--- src/rtl/core/iidl_pkg.sv ---
// Shared types and codes for the indexed insert/delete list.
package iidl_pkg;

  localparam logic [1:0] MODE_INSERT = 2'd0;
  localparam logic [1:0] MODE_DELETE = 2'd1;
  localparam logic [1:0] MODE_FINISH = 2'd2;

  localparam logic [1:0] STATUS_ENTRY   = 2'd0;
  localparam logic [1:0] STATUS_EMPTY   = 2'd1;
  localparam logic [1:0] STATUS_INVALID = 2'd2;

  typedef struct packed {
    logic [1:0]         mode;
    logic [7:0]         position;
    logic signed [31:0] value;
  } in_item_t;

  typedef struct packed {
    logic signed [31:0] entry_value;
    logic [1:0]         status;
    logic               last;
  } out_item_t;

  // Command broadcast to every cell of the chain.
  typedef struct packed {
    logic       ins;
    logic       del;
    logic [7:0] pos;
  } cell_ctrl_t;

endpackage

--- src/rtl/core/iidl_cell.sv ---
// One list slot: holds a value and shifts it with its neighbors on insert or delete.
module iidl_cell
  import iidl_pkg::*;
#(
  parameter int IDX = 0
) (
  input  logic               clk,
  input  cell_ctrl_t         ctrl,
  input  logic signed [31:0] new_value,
  input  logic signed [31:0] left_value,
  input  logic signed [31:0] right_value,
  output logic signed [31:0] value
);

  localparam logic [7:0] IDX_L = 8'(IDX);

  logic signed [31:0] value_r;
  logic signed [31:0] value_nxt;

  always_comb begin
    value_nxt = value_r;
    if (ctrl.ins) begin
      if (ctrl.pos == IDX_L) begin
        value_nxt = new_value;
      end else if (ctrl.pos < IDX_L) begin
        value_nxt = left_value;
      end
    end else if (ctrl.del) begin
      if (ctrl.pos <= IDX_L) begin
        value_nxt = right_value;
      end
    end
  end

  always_ff @(posedge clk) begin
    value_r <= value_nxt;
  end

  assign value = value_r;

endmodule

--- src/rtl/core/indexed_insert_delete_list_top.sv ---
// Top level of the indexed insert/delete list built as a chain of shifting cells.
//
// Usage: items enter on in_valid/in_stall/in_item. An insert places a value at a
// position from 0 to the current count, a delete removes the entry at a position
// below the count; both complete in the cycle they are accepted, so such items
// are taken one per cycle. A bad position or an insert into a full list sets a
// sticky error, after which inserts and deletes are dropped. Mode three is dropped.
// A finish item reports on out_valid/out_stall/out_item: one invalid-sequence
// result if the error is set, one empty result for an empty list, otherwise every
// entry in order with last on the final one. Then the list and error are cleared.
// A dump shifts the whole cell chain toward the head and sends one entry per
// cycle while the output register is free, from cell zero into that register; the
// input stays stalled until the last entry or the status result is sent.
// The first result is sent from the dump or status state that the finish enters.
// A stalled result stays in the output register; nothing is dropped.
// Reset (rst_n low, synchronous) empties the list, clears the error and the
// output valid; the cells themselves hold no reset value.
module indexed_insert_delete_list_top
  import iidl_pkg::*;
#(
  parameter int CAPACITY = 16
) (
  input  logic      clk,
  input  logic      rst_n,
  input  logic      in_valid,
  output logic      in_stall,
  input  in_item_t  in_item,
  output logic      out_valid,
  input  logic      out_stall,
  output out_item_t out_item
);

  localparam int CW = $clog2(CAPACITY + 1);

  typedef enum logic [2:0] {
    ST_IDLE   = 3'b001,
    ST_DUMP   = 3'b010,
    ST_STATUS = 3'b100
  } state_t;

  state_t     state_r, state_nxt;
  logic [CW-1:0] count_r, count_nxt;
  logic       err_r, err_nxt;
  logic [1:0] status_r, status_nxt;
  logic       out_valid_r, out_valid_nxt;
  out_item_t  out_item_r, out_item_nxt;

  logic       in_acc;
  logic       out_free;
  logic       dump_emit;
  logic [8:0] pos9;
  logic [8:0] cnt9;
  cell_ctrl_t ctrl;
  logic signed [31:0] cell_val [CAPACITY];

  assign in_stall  = (state_r != ST_IDLE);
  assign in_acc    = in_valid && !in_stall;
  assign out_free  = !out_valid_r || !out_stall;
  assign dump_emit = (state_r == ST_DUMP) && out_free;
  assign pos9      = {1'b0, in_item.position};
  assign cnt9      = 9'(count_r);

  always_comb begin
    state_nxt     = state_r;
    count_nxt     = count_r;
    err_nxt       = err_r;
    status_nxt    = status_r;
    out_valid_nxt = out_valid_r && out_stall;
    out_item_nxt  = out_item_r;
    ctrl          = '0;
    ctrl.pos      = in_item.position;

    case (state_r)
      ST_IDLE: begin
        if (in_acc) begin
          case (in_item.mode)
            MODE_INSERT: begin
              if (!err_r) begin
                if (pos9 > cnt9 || count_r >= CW'(CAPACITY)) begin
                  err_nxt = 1'b1;
                end else begin
                  ctrl.ins  = 1'b1;
                  count_nxt = count_r + CW'(1);
                end
              end
            end
            MODE_DELETE: begin
              if (!err_r) begin
                if (pos9 >= cnt9) begin
                  err_nxt = 1'b1;
                end else begin
                  ctrl.del  = 1'b1;
                  count_nxt = count_r - CW'(1);
                end
              end
            end
            MODE_FINISH: begin
              err_nxt = 1'b0;
              if (err_r) begin
                status_nxt = STATUS_INVALID;
                count_nxt  = '0;
                state_nxt  = ST_STATUS;
              end else if (count_r == '0) begin
                status_nxt = STATUS_EMPTY;
                state_nxt  = ST_STATUS;
              end else begin
                state_nxt = ST_DUMP;
              end
            end
            default: begin
            end
          endcase
        end
      end
      ST_DUMP: begin
        if (dump_emit) begin
          // Head entry leaves; the chain shifts one place toward the head.
          ctrl.del                 = 1'b1;
          ctrl.pos                 = '0;
          out_valid_nxt            = 1'b1;
          out_item_nxt.entry_value = cell_val[0];
          out_item_nxt.status      = STATUS_ENTRY;
          out_item_nxt.last        = (count_r == CW'(1));
          count_nxt                = count_r - CW'(1);
          if (count_r == CW'(1)) begin
            state_nxt = ST_IDLE;
          end
        end
      end
      ST_STATUS: begin
        if (out_free) begin
          out_valid_nxt            = 1'b1;
          out_item_nxt.entry_value = '0;
          out_item_nxt.status      = status_r;
          out_item_nxt.last        = 1'b1;
          state_nxt                = ST_IDLE;
        end
      end
      default: begin
        state_nxt = ST_IDLE;
      end
    endcase
  end

  always_ff @(posedge clk) begin
    if (!rst_n) begin
      state_r     <= ST_IDLE;
      count_r     <= '0;
      err_r       <= 1'b0;
      out_valid_r <= 1'b0;
    end else begin
      state_r     <= state_nxt;
      count_r     <= count_nxt;
      err_r       <= err_nxt;
      out_valid_r <= out_valid_nxt;
    end
  end

  always_ff @(posedge clk) begin
    status_r   <= status_nxt;
    out_item_r <= out_item_nxt;
  end

  for (genvar i = 0; i < CAPACITY; i++) begin : g_cell
    logic signed [31:0] left_v;
    logic signed [31:0] right_v;
    if (i == 0) begin : g_head
      assign left_v = in_item.value;
    end else begin : g_body
      assign left_v = cell_val[i-1];
    end
    if (i == CAPACITY - 1) begin : g_tail
      assign right_v = cell_val[i];
    end else begin : g_inner
      assign right_v = cell_val[i+1];
    end
    iidl_cell #(
      .IDX(i)
    ) u_cell (
      .clk        (clk),
      .ctrl       (ctrl),
      .new_value  (in_item.value),
      .left_value (left_v),
      .right_value(right_v),
      .value      (cell_val[i])
    );
  end

  assign out_valid = out_valid_r;
  assign out_item  = out_item_r;

  a_count_bound: assert property (@(posedge clk) disable iff (!rst_n)
    count_r <= CW'(CAPACITY))
    else $error("entry count exceeds capacity");

  a_dump_nonempty: assert property (@(posedge clk) disable iff (!rst_n)
    (state_r == ST_DUMP) |-> (count_r != '0))
    else $error("dump running on an empty list");

  a_finish_clears_err: assert property (@(posedge clk) disable iff (!rst_n)
    (in_acc && in_item.mode == MODE_FINISH) |=> !err_r)
    else $error("error flag survived a finish");

  a_last_ends_dump: assert property (@(posedge clk) disable iff (!rst_n)
    (dump_emit && count_r == CW'(1)) |=> (state_r == ST_IDLE && out_valid_r
      && out_item_r.last))
    else $error("final dump entry did not end the dump");

  a_status_last: assert property (@(posedge clk) disable iff (!rst_n)
    (state_r == ST_STATUS && out_free) |=> (out_valid_r && out_item_r.last
      && out_item_r.entry_value == '0))
    else $error("status result malformed");

endmodule
--- config.mk ---
export PLATFORM = sky130hd
export DESIGN_NAME = indexed_insert_delete_list_top
export DESIGN_NICKNAME = d
export VERILOG_FILES = /design/src/rtl/core/iidl_pkg.sv /design/src/rtl/core/iidl_cell.sv /design/src/rtl/core/indexed_insert_delete_list_top.sv
export SDC_FILE = /design/constraint.sdc
export NUM_CORES = 1
export LEC_CHECK = 0
export BUFFER_PORTS_ARGS = -buffer_cell sky130_fd_sc_hd__clkbuf_2
export CORE_ASPECT_RATIO = 0.9
export CORE_UTILIZATION = 64
export DETAILED_ROUTE_END_ITERATION = 12
export HOLD_SLACK_MARGIN = 0.1
export PLACE_DENSITY = 0.89
export SLEW_MARGIN = 15
export SYNTH_ARGS = -nofsm -noshare
export SYNTH_HDL_FRONTEND = slang
export SYNTH_SLANG_ARGS = --single-unit
--- constraint.sdc ---
create_clock -name clk -period 14.5 [get_ports clk]
set_input_delay 1.45 -clock clk [delete_from_list [all_inputs] [get_ports clk]]
set_output_delay 1.45 -clock clk [all_outputs]
set_load 0.02 [all_outputs]
==> flow_summary_export.csv <==
group,metric,value,unit
clock_tree,cts_buffer_depth,3,
power,leakagePower,11.15,nW
synthesis,synth_top_area_share,57.91,%
synthesis,ys_ff_latch,559,
global_routing,grt.overflow.total,0,
synthesis,synth_top_cell_by_area,"edfxtp_1",
detailed_routing,wire_per_inst,21.85,um
clock_tree,cts-hold-fix-buffers,0,
floorplanning,start_util,65.57,%
critical_path,worstPathCellList,"clkbuf_2, ha_1, and2_1, o21ai_0, a31oi_1, nor3_4, buf_12, buf_4, buf_16, buf_4, a21oi_1",
floorplanning,core-area,43420,sq um
cells_and_area,multiInputGateArea,10730,sq um
cells_and_area,drive_gt1_share,12.27,%
synthesis,synth.distinct_cells,60,
floorplanning,row_count,72,
critical_path,crit_type,"in -> reg",
critical_path,regToRegSetupSlack,9650,ps
min_path,min_path_type,"reg -> reg",
cells_and_area,final_common_cell,"edfxtp_1",
sta,finalMaxSlewViolations,0,
global_routing,antenna_found_initial,0,
floorplanning,chipHeight,202.1,um
clock_tree,tritoncts,"yes",
critical_path,critical_path_required,14780,ps
floorplanning,fp.dieArea,45330,sq um
global_routing,track_usage,28.52,%
sta,finalCritPeriodShare,39.55,%
synthesis,netlist_instances,2378,
cells_and_area,seqCellArea,16690,sq um
synthesis,synth_edf_count,549,
global_routing,grt_pass1_vias,18485,
clock_tree,htree_levels,2,
clock_tree,cts.repair.resized,0,
critical_path,cp-end-kind,"flip-flop",
cells_and_area,final_cell_mix,"549 x edfxtp_1, 460 x a21oi_1, 460 x nor2_1",
synthesis,yosys_warnings,0,
placed_design,placed_cell_area,28900,sq um
synthesis,ys_top_cells_by_area,"edfxtp_1 58%, mux2i_1 16%, a21oi_1 8.1%",
cells_and_area,fin_nets,2411,
critical_path,worst_path_largest_cell_delay,910,ps
critical_path,r2r-start,"count_r[3]",
cells_and_area,fin_area,30670,sq um
sta,min_period,5734,ps
placed_design,pre_cts_slack,8081,ps
sta,rsz0062_at_grt,"no",
clock_tree,cts.reportedPaths.clkPinSlew,60,ps
placed_design,place_congestion,0.8883,
critical_path,reg2reg_to,"g_cell[13].u_cell.value[26]",
synthesis,avgSynthCellArea,11.97,sq um
clock_tree,clock_latency,600,ps
clock_tree,cts_root_buf,"clkbuf_16",
cells_and_area,n_fill_cell,2743,
global_routing,grt_max_degree,305,
critical_path,arrival,6010,ps
detailed_routing,antenna_left,0,
synthesis,async_reset_ff_share,0,%
sta,worst_pin_slew,1203,ps
status,outcome,"finished, final reports clean",
job,maxCapViolCount,0,
min_path,hp-start,"count_r[4]",
min_path,min_to,"count_r[4]",
cells_and_area,antennaDiodeCount,0,
detailed_routing,dr.first_iter.drc_count,2357,
detailed_routing,first_pass_iters,8,
critical_path,crit_path_frequent_cell,"buf_4",
clock_tree,cts_num_sinks,559,
floorplanning,die_x,224.3,um
global_routing,grt_pass1_wl,102.0,mm
critical_path,cp-start-kind,"input pin",
cells_and_area,area_delta_synth_final,7.735,%
detailed_routing,avgViaCountPerCell,6.401,
critical_path,cp_slowest_cell,"buf_4",
critical_path,critPathMaxFanout,252,
detailed_routing,routed_wl,65.28,mm
sta,setup_viol_count_final,0,
critical_path,rr_worst_depth,11,
synthesis,ys_seq_area_share,58.61,%
sta,fmaxAchievable,174.4,MHz
sta,report.final.hold_viol_count,0,
detailed_routing,vias,19127,
clock_tree,post_cts_buffers,0,
placed_design,port_buffers,82,
clock_tree,cts_buffers,56,
min_path,min_path_cells,2,
sta,maxSlewHeadroom,19.50,%
placed_design,dp_hpwl,37.88,mm
floorplanning,ios,83,
sta,timing.final.ws_setup,8766,ps
cells_and_area,fin_util,70.64,%
sta,fin_tns_setup,0,ps
synthesis,syn_nets,2436,
power,p_per_area,104.8,nW/um^2
detailed_routing,drc,0,
sta,finClkSkew,21.48,ps
power,ir_worst_vdd,0.1033,mV
synthesis,synth_ff_type,"edfxtp_1",
synthesis,syn_area,28470,sq um
==> layer usage <==
layer / up-vias / part of all wire (%) / track usage, %
met5: - / 0 / 0
met4: 0 / 2.7 / 9.111
met2: 1131 / 47 / 45.61
li1: 8669 / - / -
met3: 148 / 11 / 5.364
met1: 9179 / 40 / 39.69
==> worst max path at each step <==
stage	from	to	slack, ps	cells past startpoint
6_report	in_item[35]	g_cell[13].u_cell.value[26]	8770	11
5_1_grt	in_item[35]	g_cell[9].u_cell.value[23]	8450	11
4_1_cts	in_item[35]	g_cell[10].u_cell.value[23]	8690	10
3_5_place_dp	in_item[35]	g_cell[13].u_cell.value[26]	8080	10
3_3_place_gp	in_item[35]	g_cell[14].u_cell.value[25]	8240	10
2_1_floorplan	in_item[32]	g_cell[0].u_cell.value[0]	8000	8
==> registers in the layout (all words and copies together), names as in the netlist <==
signal	count
count_r	5
err_r	1
g_cell.u_cell.value	512
out_item	35
out_valid	1
state_r	3
status_r	2
==> synthesized netlist by cell type (all sizes together) (2+ instances only) <==
library cell    n
edfxtp        549
nor2          462
a21oi         460
mux2i         448
buf           113
clkbuf         88
mux2           64
nor2b          35
o21ai          20
nand2          17
inv            13
ha             12
and2           10
dfxtp          10
nor3           10
nand3           9
nand2b          6
nor3b           5
o31ai           5
and3            4
nor4            4
o211ai          3
o21a            3
or3             3
a21boi          2
a221o           2
o221ai          2
or3b            2
or4             2
==> area by class of cell <==
cell class                      count  share of cell area [%]
Multi-Input combinational cell   1605                   34.99
Sequential cell                   559                   54.40
Tap cell                          592                   2.415
Clock inverter                     33                  0.7465
Clock buffer                       68                   4.854
Timing Repair Buffer              118                   2.431
Inverter                           13                  0.1591
==> logic make-up after synthesis <==
family	synth area share, %
simple gates	8.768
flops	58.61
mux	18.28
compound gates	9.361
buf+inv	4.452
fa+ha+maj	0.5274
==> through the flow <==
stage               hold slack [ps]  power, mW  cells
floorplan                     476.0      1.841   2378
CTS                           517.1      3.223   2986
finish                        524.6      3.216   2988
global route                  551.4      3.290   2988
global placement              503.6      1.865   2885
detailed placement            509.0      1.870   2885
==> where the power goes <==
part	switching, mW	internal, mW	leakage (nW)	total [mW]
combinational	0.0614	0.0233	5.29	0.0847
sequential	0.00280	1.75	5.02	1.75
clock	0.599	0.777	0.839	1.38
total	0.663	2.55	11.1	3.22
==> worst max-delay path: cells and delay by family <==
family | cells | cell delay (ps)
simple gates | 2 | 400
buf+inv | 5 | 2970
fa+ha+maj | 1 | 380
compound gates | 3 | 480
(Power assumes the default switching activity.)
